===== src/rtl/integer_batch_sorter_core_macros.svh =====
// ----------------------------------------------------------------------------
// integer_batch_sorter_core_macros.svh
// assertion macros used by the sorter sequencer (ibs_ctrl), empty when synthesizing
// ----------------------------------------------------------------------------
`ifndef INTEGER_BATCH_SORTER_CORE_MACROS_SVH
`define INTEGER_BATCH_SORTER_CORE_MACROS_SVH

`ifndef SYNTHESIS

// same-cycle implication
`define IBS_ASSERT_IMPL(label, clk, rst_n, ante, cons) \
    label: assert property (@(posedge clk) disable iff (!rst_n) (ante) |-> (cons)) \
        else $error("ibs assertion failed");

// next-cycle implication
`define IBS_ASSERT_NEXT(label, clk, rst_n, ante, cons) \
    label: assert property (@(posedge clk) disable iff (!rst_n) (ante) |=> (cons)) \
        else $error("ibs assertion failed");

`else

`define IBS_ASSERT_IMPL(label, clk, rst_n, ante, cons)
`define IBS_ASSERT_NEXT(label, clk, rst_n, ante, cons)

`endif

`endif


===== src/rtl/ibs_pkg.sv =====
// ----------------------------------------------------------------------------
// ibs_pkg
// types and constants of the integer batch sorter
// ----------------------------------------------------------------------------
package ibs_pkg;

    // width of one sorted integer
    localparam int IBS_VALUE_W = 32;

    // input beat
    typedef struct packed {
        logic signed [IBS_VALUE_W-1:0] item_value;
        logic                          is_last;
    } ibs_item_t;

    // output beat
    typedef struct packed {
        logic signed [IBS_VALUE_W-1:0] sorted_value;
        logic                          end_of_run;
        logic                          dropped;
    } ibs_result_t;

    // control broadcast to every cell of the chain
    typedef struct packed {
        logic insert;   // place the new value into the chain
        logic shift;    // move every value one cell toward the head
    } ibs_cell_ctrl_t;

    // controller phases
    typedef enum logic {
        IBS_FILL,
        IBS_DRAIN
    } ibs_state_t;

endpackage


===== src/rtl/ibs_ctrl.sv =====
// ----------------------------------------------------------------------------
// ibs_ctrl
// fill / drain sequencer: counts held values, tracks overflow, drives chain
// ----------------------------------------------------------------------------
`include "integer_batch_sorter_core_macros.svh"

module ibs_ctrl #(
    parameter int CAPACITY = 64
) (
    input  logic                    clk,
    input  logic                    rst_n,
    input  logic                    item_valid,
    input  logic                    item_last,
    output logic                    item_stall,
    output logic                    result_valid,
    input  logic                    result_stall,
    output logic                    end_of_run,
    output logic                    dropped,
    output ibs_pkg::ibs_cell_ctrl_t cell_ctrl
);

    localparam int CNT_W = $clog2(CAPACITY + 1);

    ibs_pkg::ibs_state_t state_reg;
    ibs_pkg::ibs_state_t state_next;
    logic [CNT_W-1:0]    count_reg;
    logic [CNT_W-1:0]    count_next;
    logic                overflow_reg;
    logic                overflow_next;

    logic                full;
    logic                item_take;
    logic                result_take;

    assign full        = (count_reg == CNT_W'(CAPACITY));
    assign item_take   = item_valid && !item_stall;
    assign result_take = result_valid && !result_stall;

    // next state
    always_comb
    begin
        state_next = state_reg;
        case (state_reg)
            ibs_pkg::IBS_FILL:
            begin
                if (item_take && item_last)
                begin
                    state_next = ibs_pkg::IBS_DRAIN;
                end
            end
            ibs_pkg::IBS_DRAIN:
            begin
                if (result_take && end_of_run)
                begin
                    state_next = ibs_pkg::IBS_FILL;
                end
            end
            default:
            begin
                state_next = ibs_pkg::IBS_FILL;
            end
        endcase
    end

    // outputs per state
    always_comb
    begin
        item_stall   = 1'b1;
        result_valid = 1'b0;
        case (state_reg)
            ibs_pkg::IBS_FILL:
            begin
                item_stall = 1'b0;
            end
            ibs_pkg::IBS_DRAIN:
            begin
                result_valid = 1'b1;
            end
            default:
            begin
                item_stall = 1'b1;
            end
        endcase
    end

    // chain control
    assign cell_ctrl.insert = item_take && !full;
    assign cell_ctrl.shift  = result_take;

    // result flags
    assign end_of_run = (count_reg == CNT_W'(1));
    assign dropped    = overflow_reg;

    // count and overflow update
    always_comb
    begin
        count_next    = count_reg;
        overflow_next = overflow_reg;
        if (item_take)
        begin
            if (full)
            begin
                overflow_next = 1'b1;
            end
            else
            begin
                count_next = count_reg + CNT_W'(1);
            end
        end
        if (result_take)
        begin
            count_next = count_reg - CNT_W'(1);
            if (end_of_run)
            begin
                overflow_next = 1'b0;
            end
        end
    end

    always_ff @(posedge clk or negedge rst_n)
    begin
        if (!rst_n)
        begin
            state_reg    <= ibs_pkg::IBS_FILL;
            count_reg    <= '0;
            overflow_reg <= 1'b0;
        end
        else
        begin
            state_reg    <= state_next;
            count_reg    <= count_next;
            overflow_reg <= overflow_next;
        end
    end

    // checks
    `IBS_ASSERT_IMPL(a_count_bound, clk, rst_n, 1'b1, count_reg <= CNT_W'(CAPACITY))
    `IBS_ASSERT_IMPL(a_drain_nonempty, clk, rst_n, state_reg == ibs_pkg::IBS_DRAIN,
                     count_reg != '0)
    `IBS_ASSERT_NEXT(a_batch_cleared, clk, rst_n, result_take && end_of_run,
                     count_reg == '0 && !overflow_reg && state_reg == ibs_pkg::IBS_FILL)
    `IBS_ASSERT_NEXT(a_overflow_set, clk, rst_n, item_take && full, overflow_reg)

endmodule


===== config.mk =====
export PLATFORM = sky130hd
export DESIGN_NAME = ibs_ctrl
export DESIGN_NICKNAME = d
export VERILOG_FILES = /design/src/rtl/ibs_pkg.sv /design/src/rtl/ibs_ctrl.sv
export VERILOG_INCLUDE_DIRS = /design/src /design/src/rtl
export SDC_FILE = /design/constraint.sdc
export NUM_CORES = 1
export LEC_CHECK = 0
export ABC_AREA = 1
export BUFFER_PORTS_ARGS = -buffer_cell sky130_fd_sc_hd__buf_2
export CAP_MARGIN = 20
export CELL_PAD_IN_SITES_DETAIL_PLACEMENT = 1
export CELL_PAD_IN_SITES_GLOBAL_PLACEMENT = 1
export CORE_MARGIN = 2
export CORE_UTILIZATION = 35
export DETAILED_ROUTE_END_ITERATION = 8
export PLACE_DENSITY = 0.84
export SKIP_LAST_GASP = 1
export SLEW_MARGIN = 20
export SYNTH_ARGS = -nofsm -noshare
export SYNTH_HDL_FRONTEND = slang
export SYNTH_SLANG_ARGS = --single-unit

===== constraint.sdc =====
create_clock -name clk -period 1.5 [get_ports clk]
set_clock_uncertainty 0.1 [all_clocks]
set_input_delay 0.15 -clock clk [delete_from_list [all_inputs] [get_ports clk]]
set_output_delay 0.15 -clock clk [all_outputs]
set_load 0.01 [all_outputs]

Word level (Yosys, flattened, before mapping)
Index checks and enable logic that the tools add are counted.
{"block": "classes", "n_addsub": 2, "bitwise": 1, "n_mux": 11, "n_eq_ne": 3, "n_reduce_logical": 9}
{"cell": "$mux W7", "n": 3}
{"cell": "$add A7 B1 Y7 const B", "n": 1}
{"cell": "$eq A7 B1 Y1 const B", "n": 1}
{"cell": "$eq A7 B7 Y1 const B", "n": 1}
{"cell": "$mux W1", "n": 7}
{"cell": "$sub A7 B1 Y7 const B", "n": 1}
{"cell": "$logic_and A1 B1 Y1", "n": 5}
{"cell": "$logic_not A1 Y1", "n": 2}
{"cell": "$ne A2 B1 Y1 const B", "n": 1}
{"cell": "$pmux W1 S2", "n": 1}
{"cell": "$reduce_and A2 Y1", "n": 1}
{"cell": "$reduce_bool A2 Y1", "n": 1}
{"cell": "$not A1 Y1", "n": 1}
{"block": "word_totals", "elab_cells": 29, "register_bits": 9}

Depth between registers and ports, before layout
{"block": "depth", "ltp_word": 5, "mapped_depth": 10}

Least setup slack after synthesis
OpenSTA, ideal clock, no wires.
{"block": "synth_path", "path_type": "register to register", "from": "register count_reg[1]", "to": "register count_reg[0]", "setup_slack_ns": 0.041, "path_buffers": 1, "t_arrival_ns": 1.233, "period_less_slack_ns": 1.459, "required_ns": 1.274, "stages_incl_launch_ff": 9, "path_cell_list": "dfrtp_1 > inv_1 > ha_1 > nand2_1 > nand3b_4 > nand2_4 > nand2_4 > buf_6 > xor2_1"}
{"block": "synth_via", "elab_chain_cells": 3}
{"element": "start: declaration", "line_no": "ibs_ctrl.sv:26", "rtl": "logic [CNT_W-1:0] count_reg;"}
{"element": "start signal: assignment", "line_no": "ibs_ctrl.sv:131", "rtl": "count_reg <= count_next;"}
{"element": "$eq A7 B7 Y1", "line_no": "ibs_ctrl.sv:35", "rtl": "assign full = (count_reg == CNT_W'(CAPACITY));"}
{"element": "$ne A2 B1 Y1 (no source line)"}
{"element": "$reduce_and A2 Y1 (no source line)"}
Every way passes these cells.
A chain may end at the register's enable or synchronous reset.

==> flow_summary.json <==
{
  "criticalPathCategory": "flip-flop to primary output",
  "synth_area_leader_cell": "dfrtp_1",
  "nets": 124,
  "relSlewSlack_pct": 80.8,
  "synth_area_leaders": "dfrtp_1, nand2_1, ha_1",
  "overflow": 0,
  "cts_buffers": 3,
  "grt_usage_pct": 20.6,
  "min_period_ns": 1.63,
  "grt_pass1_wl_mm": 3.05,
  "synth-edff-count": 0,
  "drtAntennaViolNets": 0,
  "hold_path.startpoint": "item_last",
  "cts_tree": "yes",
  "crit_required_ns": 1.25,
  "largest_register_ffs": 7,
  "hold_class": "primary input to flip-flop",
  "port_buffers": 10,
  "cts_root_buf": "clkbuf_4",
  "syn_nets": 98,
  "highest_layer": "met4",
  "ff2ff_path_depth": 10,
  "die_h_um": 48.3,
  "arrival_ns": 1.38,
  "hold_path_end": "state_reg$_DFF_PN0_",
  "ys_seq_area_share_pct": 32.8,
  "synth_top_area_share_pct": 32.8,
  "r2r-start": "count_reg[0]$_DFFE_PN0P_",
  "max_freq_ghz": 0.614,
  "wl_met3_um": 57,
  "min_period_over_period_pct": 109,
  "ys_ff_latch": 9,
  "worstPathMaxFanout": 3,
  "synth_cell_types": 21,
  "met2_length_mm": 1.29,
  "synth_common_cells": "nand2_1, inv_1, dfrtp_1",
  "firstDrtPassIters": 4,
  "yosysWarnings": 0,
  "vias_per_cell": 5.09,
  "cts.clk_slew.worst_paths_ns": 0.07,
  "layout-drive-gt1-share_pct": 45.6,
  "rows": 16,
  "worst_pin_slew_ns": 0.287,
  "dp.cells": 124,
  "rsz0062_at_grt": "yes",
  "drt_drc_violations_left": 0,
  "htreeDepth": 1,
  "die_x_um": 48.3,
  "p_leak_nw": 0.494,
  "hpwl_mm": 1.15,
  "startpoint_type": "flip-flop",
  "total_power_mw": 2.21,
  "initial_core_util_pct": 36.1,
  "r2r-end": "count_reg[6]$_DFFE_PN0P_",
  "powerDensity_nw_per_um2": 2230,
  "end_kind": "primary output",
  "clock_sinks": 9,
  "whs_path_depth": 3,
  "grt_start_max_net_pins": 14,
  "antenna_found_initial": 0,
  "netlist_area_sq_um": 686,
  "area_delta_synth_final_pct": 44.3,
  "clock_latency_ns": 0.27,
  "io_pins": 11,
  "globalplace.congestion": 0.764,
  "drv_slew": 0,
  "hold_viol": 0,
  "avgSynthCellArea_sq_um": 7.70,
  "drt-wirelength-per-cell_um": 18.1,
  "num_vias": 717,
  "fin_ws_ns": -0.128,
  "rrSetupSlack_ns": -0.10,
  "drt_iter0_markers": 12,
  "ys.flop_type": "dfrtp_1",
  "n_antenna_cell": 0,
  "violations": "negative setup slack",
  "fin_cells": 141,
  "wl_met1_mm": 1.12,
  "max-vdd-ir-drop_mv": 0.849,
  "grt_pass1_vias": 626,
  "status": "finished, violations left",
  "async_reset_ff_share_pct": 100,
  "finalSetupViolCount": 9,
  "core_sq_um": 1900,
  "drt_wl_total_mm": 2.56,
  "max_cap_violations": 0,
  "syn_inst": 89,
  "synth_most_common_cell": "nand2_1",
  "die_area_sq_um": 2330,
  "clockBufferDepth": 2
}
==> what timing repair did <==
action,in CTS,in global routing
hold endpoints to repair,9,0
endpoints found under the setup margin,4,12
setup buffers,9,2
resized for setup,12,17
cloned,0,1
hold buffers,1,0
pin swaps,2,11
==> worst max-delay path by stage <==
stage / from / to / depth (start not counted) / slack [ns]
global placement: count_reg[1]$_DFFE_PN0P_ / count_reg[0]$_DFFE_PN0P_ / 7 / 0.06
global route: count_reg[0]$_DFFE_PN0P_ / count_reg[6]$_DFFE_PN0P_ / 10 / -0.20
detailed placement: count_reg[1]$_DFFE_PN0P_ / count_reg[0]$_DFFE_PN0P_ / 7 / 0.001
floorplan: count_reg[1]$_DFFE_PN0P_ / count_reg[0]$_DFFE_PN0P_ / 8 / 0.04
finish: count_reg[0]$_DFFE_PN0P_ / cell_ctrl[1] / 7 / -0.13
CTS: count_reg[1]$_DFFE_PN0P_ / cell_ctrl[1] / 7 / -0.04
==> layout by cell type (no fill, tap or decap) <==
cell type      synthesis  final
o21ai_0                2      1
xor2_1                 2      2
buf_4                  2      8
nor3_1                 1      1
nand2_4                2      1
nor2_2                 1      1
inv_2                  0      4
nand3b_4               1      1
dlygate4sd3_1          0      1
nor2_4                 1      2
xnor2_1                2      2
nand3b_1               2      2
a21oi_2                0      1
clkbuf_1               0      1
nand4_1                3      3
nand2_1               28     25
nor2_1                 6      5
inv_1                 11      7
o21ai_2                2      2
ha_4                   0      3
nand2_8                0      2
buf_2                  0      9
o21ai_1                0      1
nand3_2                0      2
nand2_2                2      5
dfrtp_2                0      1
clkbuf_4               0      3
dfrtp_1                9      8
ha_2                   0      1
buf_6                  2      6
nand3_1                5      3
==> stage by stage <==
stage / hold WS [ns] / util, % / setup slack, ns / TNS, ns / area (sq um)
6_report: 0.00687 / 52.0 / -0.128 / -0.516 / 990
5_1_grt: 0.0222 / 52.0 / -0.201 / -1.10 / 990
4_1_cts: 0.00971 / 47.5 / -0.0385 / -0.0858 / 903
3_5_place_dp: -0.0753 / 39.3 / 0.00133 / 0 / 747
3_3_place_gp: -0.0813 / 39.3 / 0.0627 / 0 / 747
2_1_floorplan: -0.246 / - / 0.0414 / 0 / 686
==> worst max-delay path: stages, from the launching register on <==
cell and delay [ns]:
dfrtp_1 0.42, inv_2 0.11, ha_4 0.14, nand2_2 0.04
nand3b_4 0.17, nand2_4 0.08, inv_2 0.04, buf_6 0.11
==> layer usage <==
metal,vias up,global-route usage (%)
met3,8,2.22
met4,0,13.0
li1,328,-
met1,365,25.5
met5,-,0
met2,16,33.9
==> power breakdown <==
part / total, mW / switching, mW / leakage [nW] / internal [mW]
Combinational: 1.46 / 0.805 / 0.371 / 0.659
Sequential: 0.543 / 0.178 / 0.108 / 0.365
Clock: 0.202 / 0.0989 / 0.0150 / 0.103
==> kinds of logic (layout without fill, tap and decap cells) <==
| group | after synthesis | in the layout | share of synthesized area, % |
|---|---|---|---|
| buf+inv | 15 | 39 | 11.5 |
| simple gates | 52 | 53 | 38.5 |
| xor+xnor | 4 | 4 | 5.11 |
| fa+ha+maj | 4 | 4 | 7.30 |
| flops | 9 | 9 | 32.8 |
| compound gates | 5 | 5 | 4.74 |
==> area by class of cell <==
cell class	instances	area, sq um
repair buffers	24	183
multi-input cells	66	479
well taps	27	33.8
flip-flops and latches	9	226
inverters	11	41.3
clock buffers	4	26.3
fillers	233	912
No activity file was read; power rests on OpenSTA's default activity.
