<file path="config.mk">
export PLATFORM = sky130hd
export DESIGN_NAME = ibs_cell
export DESIGN_NICKNAME = d
export VERILOG_FILES = /design/src/rtl/integer_batch_sorter_core_macros.svh /design/src/rtl/ibs_pkg.sv /design/src/rtl/ibs_cell.sv
export SDC_FILE = /design/constraint.sdc
export NUM_CORES = 1
export LEC_CHECK = 0
export ABC_AREA = 1
export BUFFER_PORTS_ARGS = -buffer_cell sky130_fd_sc_hd__buf_4
export CORE_MARGIN = 2
export CORE_UTILIZATION = 50
export CTS_BUF_LIST = sky130_fd_sc_hd__clkbuf_4 sky130_fd_sc_hd__clkbuf_8
export DETAILED_ROUTE_END_ITERATION = 16
export PLACE_DENSITY = 0.92
export SLEW_MARGIN = 20
export SYNTH_ARGS = -nofsm -noshare
export SYNTH_HDL_FRONTEND = slang
export SYNTH_SLANG_ARGS = --single-unit
</file>
<file path="constraint.sdc">
create_clock -name clk -period 3.95 [get_ports clk]
set_input_delay 1.185 -clock clk [delete_from_list [all_inputs] [get_ports clk]]
set_output_delay 1.185 -clock clk [all_outputs]
set_load 0.02 [all_outputs]
</file>
<file path="src/rtl/integer_batch_sorter_core_macros.svh">
// ----------------------------------------------------------------------------
// integer_batch_sorter_core_macros.svh
// assertion macros used by the sorter sequencer (ibs_ctrl), empty when synthesizing
// ----------------------------------------------------------------------------
`ifndef INTEGER_BATCH_SORTER_CORE_MACROS_SVH
`define INTEGER_BATCH_SORTER_CORE_MACROS_SVH

`ifndef SYNTHESIS

// same-cycle implication
`define IBS_ASSERT_IMPL(label, clk, rst_n, ante, cons) \
    label: assert property (@(posedge clk) disable iff (!rst_n) (ante) |-> (cons)) \
        else $error("ibs assertion failed");

// next-cycle implication
`define IBS_ASSERT_NEXT(label, clk, rst_n, ante, cons) \
    label: assert property (@(posedge clk) disable iff (!rst_n) (ante) |=> (cons)) \
        else $error("ibs assertion failed");

`else

`define IBS_ASSERT_IMPL(label, clk, rst_n, ante, cons)
`define IBS_ASSERT_NEXT(label, clk, rst_n, ante, cons)

`endif

`endif

</file>
<file path="src/rtl/ibs_pkg.sv">
// ----------------------------------------------------------------------------
// ibs_pkg
// types and constants of the integer batch sorter
// ----------------------------------------------------------------------------
package ibs_pkg;

    // width of one sorted integer
    localparam int IBS_VALUE_W = 32;

    // input beat
    typedef struct packed {
        logic signed [IBS_VALUE_W-1:0] item_value;
        logic                          is_last;
    } ibs_item_t;

    // output beat
    typedef struct packed {
        logic signed [IBS_VALUE_W-1:0] sorted_value;
        logic                          end_of_run;
        logic                          dropped;
    } ibs_result_t;

    // control broadcast to every cell of the chain
    typedef struct packed {
        logic insert;   // place the new value into the chain
        logic shift;    // move every value one cell toward the head
    } ibs_cell_ctrl_t;

    // controller phases
    typedef enum logic {
        IBS_FILL,
        IBS_DRAIN
    } ibs_state_t;

endpackage

</file>
<file path="src/rtl/ibs_cell.sv">
// ----------------------------------------------------------------------------
// ibs_cell
// one cell of the insertion chain: holds one value and its valid bit
// ----------------------------------------------------------------------------
module ibs_cell (
    input  logic                                   clk,
    input  logic                                   rst_n,
    input  ibs_pkg::ibs_cell_ctrl_t                ctrl,
    input  logic signed [ibs_pkg::IBS_VALUE_W-1:0] new_value,
    input  logic                                   prev_lt,
    input  logic signed [ibs_pkg::IBS_VALUE_W-1:0] prev_value,
    input  logic                                   prev_valid,
    input  logic signed [ibs_pkg::IBS_VALUE_W-1:0] next_value,
    input  logic                                   next_valid,
    output logic signed [ibs_pkg::IBS_VALUE_W-1:0] value,
    output logic                                   valid,
    output logic                                   lt
);

    logic signed [ibs_pkg::IBS_VALUE_W-1:0] value_reg;
    logic signed [ibs_pkg::IBS_VALUE_W-1:0] value_next;
    logic                                   valid_reg;
    logic                                   valid_next;

    // new value belongs ahead of this cell (empty cells count as +inf)
    assign lt = !valid_reg || (new_value < value_reg);

    // pick held, left neighbor, new or right neighbor value
    always_comb
    begin
        value_next = value_reg;
        valid_next = valid_reg;
        if (ctrl.shift)
        begin
            value_next = next_value;
            valid_next = next_valid;
        end
        else if (ctrl.insert && lt)
        begin
            if (prev_lt)
            begin
                value_next = prev_value;
                valid_next = prev_valid;
            end
            else
            begin
                value_next = new_value;
                valid_next = 1'b1;
            end
        end
    end

    // valid bit
    always_ff @(posedge clk or negedge rst_n)
    begin
        if (!rst_n)
        begin
            valid_reg <= 1'b0;
        end
        else
        begin
            valid_reg <= valid_next;
        end
    end

    // payload
    always_ff @(posedge clk)
    begin
        value_reg <= value_next;
    end

    assign value = value_reg;
    assign valid = valid_reg;

endmodule

</file>
# --- Word level (Yosys, flattened, before mapping) ---
# Index checks and enable logic that the tools add are counted.
word_totals:
  reg_bits: 33
  latch_bits: 0
  ramBits: 0
  romBits: 0
  out_inout_bits: 34
  elab_cells: 13
  mem_count: 0
classes:
  n_addsub: 0
  n_mul: 0
  div: 0
  n_lt_le_gt_ge: 1
  n_eq_ne: 0
  shifts: 0
  n_mux: 6
  bitwise_logic: 0
  reduce_logical: 4
ops:
  columns: ["op", "n"]
  rows:
  - ["32-bit two-way mux", 3]
  - ["32-bit < comparator", 1]
  - ["1-bit two-way mux", 3]
  - ["2-bit nonzero test", 1]
  - ["1-bit logical AND", 1]
  - ["1-bit zero test", 1]
  - ["1-bit logical OR", 1]

# --- Depth between registers and ports, before layout ---
# Gate-level depths: netlist of the first run.
depth:
  depth_word: 5
  mapped_depth: 18
  ltp_nobuf: 18

# --- Worst setup path after synthesis of the first run ---
# OpenSTA, ideal clock, no wires.
synth_path:
  path_type: "input to output"
  start: "in new_value[5] (netlist name)"
  end: "out lt"
  t_arrival_ns: 2.183
  path_slack_ns: 0.582
  stages: 11
  n_path_buf: 0
  cell_sequence: "ha_1 -> a21oi_1 -> nor2_1 -> nor3_2 -> nand2_1 -> nand2_1 -> nand2_1 -> nand2_1 -> nand2_1 -> nand2_1 -> nand3_2"
synth_via:
  elab_chain_len: 2
synth_lines:
  columns: ["item", "line_no", "rtl"]
  rows:
  - ["start: declaration", "ibs_cell.sv:9", "input logic signed [ibs_pkg::IBS_VALUE_W-1:0] new_value,"]
  - ["32-bit < comparator", "ibs_cell.sv:26", "assign lt = !valid_reg || (new_value < value_reg);"]
  - ["1-bit logical OR", "ibs_cell.sv:26", null]
  - ["end: declaration", "ibs_cell.sv:17", "output logic lt"]
# Every way passes these cells.

# --- Final worst setup path of the first run ---
layout_path:
  start: "in new_value[25] (netlist name)"
  end: "out lt"
# The elaborated chain is that of the path after synthesis.

==> metrics.csv, run 1 <==
metric,value,unit
status,"complete, no violations",
final setup TNS,0,ps
worst slew pin tran,1065,ps
antenna cells,0,
drt wl/cell,14.19,microns
Mapped Cells,318,
Final setup viols,0,
fraction of layout cells with a size suffix above 1,34.59,%
fillcell total,362,
Ports,137,
vias,2686,
Clk Tree Root Cell,clkbuf_8,
Worst EP required,2760,ps
DIE AREA,5568,sq um
"Clk Latency, worst-skew pair",280,ps
cts repair resizes,0,
Synth Register Bits,33,
max incr delay on CP,310,ps
TritonCTS clock tree,yes,
Worst Path Arrival,2590,ps
Cell Pwr Density,323.2,nW/um^2
Yosys cell types,23,
Initial Util,52.45,%
CP Max Fanout,2,
Post-Synthesis Cell Area,2494,sq um
Nets,584,
"Avg Cell Area, Syn",7.842,sq um
CTS Sinks,33,
area grow syn2layout,47.42,%
Fin Hold WS,633.6,ps
clock slew at reported path FFs,70,ps
RSZ-0062 raised after global routing,no,
Total GRT Usage,26.64,%
CP dominant cell by count,nand2_1,
drt initial violations,138,
final hold viol count,0,
drt drc,0,
post-cts hold buffer count,0,
core footprint,4755,sq um
hold endpoint,valid,
gp weighted congestion,0.8233,
setup bufs post-CTS,0,
"Seq/Total Area, Yosys",39.54,%
max frequency,0.2652,GHz
Worst R2R Start,value[25],
part of the cycle the worst path needs,95.45,%
Hold WC Path Type,reg2reg,
maximum VDD drop,0.2394,mV
Vias/cell,5.185,
first drt pass iteration count,4,
largest area contributor in the netlist,edfxtp_1,
relative slew slack,28.91,%
Hold Startpoint,valid,
IO Port Bufs,136,
top_reg_cell synth,edfxtp_1,
dpl hpwl,5.591,mm
Syn Nets,452,
Critical Path Sink Type,output port,
cts bufs inserted,5,
"count leader, synth",a21oi_1,
critical path class,in2out,
largest net degree at the start of global routing,35,
initial antenna violation count,0,
fin crit period,3770,ps
largest cells by area after synthesis,"edfxtp_1, a21oi_1, ha_1",
Post-synth EDFFs,32,
Post-synth top cells,"a21oi_1, nand2_1, inv_1, nor2_1, edfxtp_1",
worst path cell trace,"buf_4, ha_1, a21oi_1, o21ai_1, nand2_1, o211ai_2, nor2_1, nand2_1, nand2_1, nand3_2, buf_4",
max capacitance violation total,0,
Reg2Reg Depth,12,
floorplan row count,25,
chip width,74.62,microns
vias in the first global route,2669,
Die Y,74.62,microns
Reg-to-Reg End,value[31],
first-pass GRT wire length,11.27,mm
Synth top area share,38.53,%
max FFs per register,32,
Lkg Pwr,1.917,nW
yosys warns,0,
clk buf depth,2,
clk_skew,9.987,ps
Pins Over Slew Limit,0,
post-route ant nets,0,
H-tree levels,2,
drt total wl,7.352,mm
Worst R2R Setup Slack,1420,ps
Congestion Overflow GR,0,
hold-critical path depth,2,
WP buf/inv,2,
slowest CP cell,ha_1,
Startpoint Class,input pin,
Synth async-reset ratio,3.030,%
cell family with most CP delay,simple AND/OR/NAND/NOR gates,
-- stage by stage --
stage | power (mW) | setup WS, ps | area (sq um) | std cells | utilization [%]
2_1_floorplan | 0.6817 | 582.2 | 2494 | 318 | -
3_5_place_dp | 0.8774 | 203.0 | 3566 | 510 | 75.00
6_report | 1.188 | 179.7 | 3676 | 518 | 77.32
3_3_place_gp | 0.8628 | 252.7 | 3566 | 510 | 75.00
5_1_grt | 1.252 | 55.19 | 3676 | 518 | 77.32
4_1_cts | 1.191 | 171.3 | 3676 | 518 | 77.32
-- power breakdown --
part,leakage (nW),switching [mW],internal [mW],total (mW)
sequential,0.331,0.0210,0.435,0.456
clock,0.0563,0.123,0.193,0.316
combinational,1.53,0.225,0.191,0.416
-- cells by family (layout without fill, tap and decap cells) --
group	count (synthesis)	count (layout)	synth area share, %
simple gates	110	110	18.21
fa+ha+maj	31	31	15.55
buf+inv	57	190	8.680
flops	33	33	39.54
compound gates	87	87	18.01
-- tightest hold or removal path: stages (launching register included) --
cell	delay [ps]
dfrtp_1	430
nand3_1	120
nand2_2	50
-- worst max-delay path by stage --
| stage | depth (start not counted) | start | slack [ps] | endpoint |
|---|---|---|---|---|
| 2_1_floorplan | 11 | new_value[5] | 580 | lt |
| 3_3_place_gp | 13 | new_value[5] | 250 | lt |
| 3_5_place_dp | 11 | new_value[19] | 200 | lt |
| 4_1_cts | 11 | new_value[25] | 170 | lt |
| 5_1_grt | 11 | new_value[25] | 60 | lt |
| 6_report | 11 | new_value[25] | 180 | lt |
-- placed cells by master (no fill, tap or decap), drive strengths merged --
cell	count
inv	43
nand4	3
bufinv	1
dfrtp	1
a21oi	80
nand3	4
buf	139
clkbuf	6
nor2	37
ha	31
o21a	1
nand2	64
o21ai	5
nor3	2
clkinv	1
edfxtp	32
o211ai	1
-- routing by layer --
metal  track usage (%)  vias to the layer above  wire length (microns)
met1             28.79                     1225                   2786
met4             8.532                        0                    121
met2             50.93                      119                   3888
met5                 0                        -                      0
li1                  -                     1329                      -
met3             6.292                       13                    555
-- layout make-up --
| class | count | area, sq um | share of cell area [%] |
|---|---|---|---|
| Timing Repair Buffer | 139 | 1044 | 28.39 |
| Clock inverter | 2 | 33.78 | 0.9190 |
| Inverter | 43 | 161.4 | 4.391 |
| Tap cell | 67 | 83.83 | 2.280 |
| Multi-Input combinational cell | 228 | 1291 | 35.13 |
| Sequential cell | 33 | 985.9 | 26.82 |
| Clock buffer | 6 | 76.32 | 2.076 |
No activity file was read; power rests on OpenSTA's default activity.
==> inputs of run 2 (changes only) <==
Settings changed: CORE_UTILIZATION 50 to 46, PLACE_DENSITY 0.92 to 0.85.
Clock period 3.95 ns to 4 ns, I/O delays scaled along.
==> run 2 against run 1 <==
Die area is 8.2% higher. Final cell count is 0.19% higher. Final area is 0.31% lower. Routed wire length is 0.73% lower. Non-clock buffer count is 2 lower. Global-route usage is 2.4 points lower. Critical endpoint unchanged. Highest routed layer unchanged.
==> metrics.csv, run 2 (synthesis results as in run 1) <==
metric,value,unit,change
cts repair resizes,0,,unchanged
Worst Path Arrival,2540,ps,-50 ps
drt wl/cell,14.06,microns,-0.93%
core footprint,5172,sq um,+8.8%
post-cts hold buffer count,0,,unchanged
relative slew slack,33.14,%,+4.2 points
Startpoint Class,input pin,,
part of the cycle the worst path needs,93.52,%,
Worst R2R Start,value[5],,
"most common cell after layout, fill and taps aside",buf_4,,
Fin Hold WS,607.5,ps,-26.13 ps
total power draw,1.137,mW,-4.3%
CP Max Fanout,2,,unchanged
DIE AREA,6026,sq um,+8.2%
crit path launch,new_value[5],,
area grow syn2layout,46.96,%,
Initial Util,48.21,%,-4.2 points
clk_skew,7.248,ps,-2.739 ps
final worst slack,259.2,ps,+79.45 ps
drt initial violations,92,,-33%
Reg-to-Reg End,value[29],,
clock slew at reported path FFs,70,ps,about the same
Worst EP required,2800,ps,+40 ps
Hold WC Path Type,reg2reg,,
IO Port Bufs,136,,unchanged
first drt pass iteration count,4,,unchanged
Congestion Overflow GR,0,,unchanged
final hold viol count,0,,unchanged
chip width,77.63,microns,+4.0%
post-route ant nets,0,,unchanged
setup bufs post-CTS,0,,unchanged
dpl hpwl,5.494,mm,-1.7%
Nets,582,,-0.34%
worst slew pin tran,996.8,ps,-68.44 ps
status,"complete, no violations",,
final setup TNS,0,ps,unchanged
pre-CTS setup slack,248.8,ps,+45.76 ps
Final setup viols,0,,unchanged
CTS Sinks,33,,unchanged
TritonCTS clock tree,yes,,
Lkg Pwr,1.905,nW,-0.61%
max capacitance violation total,0,,unchanged
drt drc,0,,unchanged
Vias/cell,5.135,,-0.97%
vias in the first global route,2618,,-1.9%
H-tree levels,2,,unchanged
fraction of layout cells with a size suffix above 1,34.52,%,-0.069 points
clk buf depth,2,,unchanged
critical path class,in2out,,
Worst R2R Setup Slack,1600,ps,+180 ps
Reg2Reg Depth,14,,+2
Pins Over Slew Limit,0,,unchanged
antenna cells,0,,unchanged
first-pass GRT wire length,11.83,mm,+5.0%
vias,2665,,-0.78%
cts bufs inserted,5,,unchanged
maximum VDD drop,0.1823,mV,-24%
gp weighted congestion,0.8240,,about the same
largest net degree at the start of global routing,36,,+2.9%
"Design Area, Final",3665,sq um,-0.31%
Clk Tree Root Cell,clkbuf_8,,
Placed Area,3567,sq um,about the same
fin crit period,3741,ps,
max FFs per register,32,,unchanged
critical path endpoint,lt,,
Total GRT Usage,24.21,%,-2.4 points
"Clk Latency, worst-skew pair",290,ps,about the same
Critical Path Sink Type,output port,,
Die Y,77.63,microns,+4.0%
drt total wl,7.298,mm,-0.73%
floorplan row count,26,,+4.0%
max frequency,0.2673,GHz,
initial antenna violation count,0,,unchanged
RSZ-0062 raised after global routing,no,,
Ports,137,,unchanged
most frequent cells in the layout,"buf_4, a21oi_1, nand2_1",,
Cell Pwr Density,310.4,nW/um^2,-4.0%
==> run 2: cell types whose count changed in the layout (fill, tap and decap cells not counted), sizes merged <==
cell,before,now
bufinv,1,0
buf,139,137
clkbuf,6,8
inv,43,42
==> run 2: where the power goes <==
part           internal [mW]  switching, mW
registers              0.430         0.0220
logic                  0.189          0.218
clock network          0.154          0.124
total                  0.773          0.364
==> run 2: cell type report <==
class                   instances  area [sq um]
repair buffers                137          1041
flip-flops and latches         33         985.9
inverters                      43         161.4
fillers                       427          1508
clock buffers                   8         97.59
well taps                      70         87.58
multi-input cells             228          1291
==> run 2: metal layers <==
metal | GRT usage (%) | vias to the layer above | routed length, microns
met4 | 6.250 | 0 | 106
met5 | 0 | - | 0
met1 | 28.44 | 1227 | 2997
li1 | - | 1327 | -
met2 | 44.66 | 101 | 3782
met3 | 4.767 | 10 | 412
==> run 2: how the worst min path moves through the flow <==
stage          startpoint  endpoint  slack [ps]  cells past startpoint
6_report            valid     valid         610                      2
5_1_grt             valid     valid         640                      2
4_1_cts             valid     valid         610                      2
3_5_place_dp        valid     valid         600                      2
3_3_place_gp        valid     valid         580                      2
2_1_floorplan       valid     valid         660                      2
==> run 2: metrics by stage <==
| stage | util [%] | cells |
|---|---|---|
| 6_report | 70.85 | 519 |
| 5_1_grt | 70.85 | 519 |
| 4_1_cts | 70.85 | 519 |
| 3_5_place_dp | 68.96 | 511 |
| 3_3_place_gp | 68.96 | 511 |
| 2_1_floorplan | - | 318 |
==> run 2: worst max-delay path: stages <==
cell and delay, ps:
buf_4 120, ha_1 280, a21oi_1 140, nor2_1 60
nor3_2 100, nand2_1 90, nand2_1 60, nand2_1 50
nand2_1 70, nand2_1 50, nand2_1 70, nand3_2 80
buf_4 170
==> inputs of run 3 (changes only) <==
==> constraint.sdc (replaced) <==
create_clock -name clk -period 4 [get_ports clk]
set_input_delay 0.4 -clock clk [delete_from_list [all_inputs] [get_ports clk]]
set_output_delay 0.4 -clock clk [all_outputs]
set_load 0.02 [all_outputs]
==> run 3 against run 2 <==
Non-clock buffer count is the same. Register-to-register slack worse by 110 ps. Final cell count unchanged. Global-route usage fell by 0.13 points. Largest cell class unchanged. Largest power group unchanged.
==> metrics.csv, run 3 (synthesis results as in run 1) <==
metric,value,unit,change
dpl hpwl,5.388,mm,-1.9%
clock slew at reported path FFs,60,ps,about the same
status,"complete, no violations",,
vias,2622,,-1.6%
fraction of layout cells with a size suffix above 1,34.30,%,-0.22 points
sequential fraction of design power,40.5,%,+0.8 points
Hold WC Path Type,in2reg,,
Worst EP required,3910,ps,+1110 ps
initial antenna violation count,0,,unchanged
critical path endpoint,value[14],,
clk_skew,6.369,ps,-0.8791 ps
total power draw,1.117,mW,-1.8%
Clk Tree Root Cell,clkbuf_8,,
crit path launch,value[15],,
RSZ-0062 raised after global routing,no,,
IO Port Bufs,136,,unchanged
part of the cycle the worst path needs,62.65,%,-31 points
critical path class,reg2reg,,
setup bufs post-CTS,0,,unchanged
CP Max Fanout,33,,+31
Congestion Overflow GR,0,,unchanged
Reg2Reg Depth,14,,unchanged
max frequency,0.3990,GHz,+49%
Gate power share,36.0,%,+0.2 points
Reg-to-Reg End,value[14],,
Clock power frac,23.5,%,-0.9 points
Total GRT Usage,24.08,%,-0.13 points
Critical Path Sink Type,flop,,
Worst R2R Setup Slack,1490,ps,-110 ps
fillcell total,408,,-4.4%
worst slew pin tran,1024,ps,+27.20 ps
TritonCTS clock tree,yes,,
maximum VDD drop,0.1995,mV,+9.4%
cts bufs inserted,5,,unchanged
Worst Path Arrival,2420,ps,-120 ps
chip width,77.63,microns,unchanged
vias in the first global route,2599,,-0.73%
Worst R2R Start,value[15],,
pre-CTS setup slack,1350,ps,+1102 ps
H-tree levels,2,,unchanged
max capacitance violation total,0,,unchanged
Placed Area,3547,sq um,-0.56%
core footprint,5172,sq um,unchanged
final hold viol count,0,,unchanged
Hold Startpoint,ctrl[1],,
CTS Sinks,33,,unchanged
post-route ant nets,0,,unchanged
Pins Over Slew Limit,0,,unchanged
largest net degree at the start of global routing,36,,unchanged
register area,985.9,sq um,unchanged
"most common cell after layout, fill and taps aside",buf_4,,
gp weighted congestion,0.8235,,about the same
area of the multi-input gates,1291,sq um,unchanged
switching part of the total,31.91,%,-0.099 points
Initial Util,48.21,%,unchanged
first drt pass iteration count,4,,unchanged
final setup TNS,0,ps,unchanged
Startpoint Class,flop,,
final worst slack,1494,ps,+1235 ps
switching power of the nets,0.3566,mW,-2.1%
clk buf depth,2,,unchanged
Fin Hold WS,424.7,ps,-182.9 ps
Final setup viols,0,,unchanged
drt wl/cell,13.70,microns,-2.6%
"Design Area, Final",3649,sq um,-0.44%
fin crit period,2506,ps,-1235 ps
Nets,582,,unchanged
drt initial violations,153,,+66%
Die Y,77.63,microns,unchanged
Power Internal,0.7607,mW,-1.6%
antenna cells,0,,unchanged
DIE AREA,6026,sq um,unchanged
relative slew slack,31.66,%,-1.5 points
Cell Pwr Density,306.2,nW/um^2,-1.3%
most frequent cells in the layout,"buf_4, a21oi_1, nand2_1",,
"Clk Latency, worst-skew pair",280,ps,about the same
floorplan row count,26,,unchanged
drt drc,0,,unchanged
first-pass GRT wire length,11.72,mm,-0.99%
Lkg Pwr,1.900,nW,-0.24%
Vias/cell,5.052,,-1.6%
Ports,137,,unchanged
drt total wl,7.111,mm,-2.6%
max FFs per register,32,,unchanged
area grow syn2layout,46.31,%,
[run 3: repair_timing]
action / in CTS / in global routing
setup endpoints to repair: 0 / 0
hold buffers: 1 / 0
hold endpoints to repair: 1 / 0
gates resized for setup: 0 / 0
[run 3: critical path, cell delays in order, from the launching register on]
cell and delay, ps:
edfxtp_1 360, inv_1 50, ha_1 290, nand2_1 70
inv_1 50, nand3_1 90, nor3_1 170, nand2_1 80
nand2_1 60, nand2_1 60, nand2_1 60, nand2_1 50
nand3_2 70, nand2_2 60, nand2_2 590
[run 3: metrics by stage]
stage	util [%]	cells
finish	70.54	519
global route	70.54	519
CTS	70.54	519
detailed placement	68.58	510
global placement	68.58	510
floorplan	-	318
[run 3: metal layers]
layer  vias to the layer above  GRT usage (%)  wire (microns)
met3                         6          5.698             490
li1                       1327              -               -
met1                      1180          28.29            2822
met2                       109          43.97            3736
met4                         0          5.714              61
met5                         -              0               0
[run 3: area by class of cell]
class                   count  area share [%]
clock buffers               8           2.503
multi-input cells         228           35.39
repair buffers            137           28.26
well taps                  70           2.401
flip-flops and latches     33           27.02
inverters                  43           4.424
[run 3: worst min-delay path by stage]
stage	depth (start not counted)	endpoint
3_5_place_dp	1	valid
4_1_cts	4	valid
5_1_grt	4	valid
3_3_place_gp	1	valid
6_report	4	valid
2_1_floorplan	0	valid
[run 3: power by group through the flow]
stage               sequential, mW  clock (mW)  combinational [mW]
global placement             0.458           0               0.390
CTS                          0.453       0.267               0.405
detailed placement           0.460           0               0.402
global route                 0.457       0.281               0.448
floorplan                    0.505           0               0.168
finish                       0.452       0.263               0.402
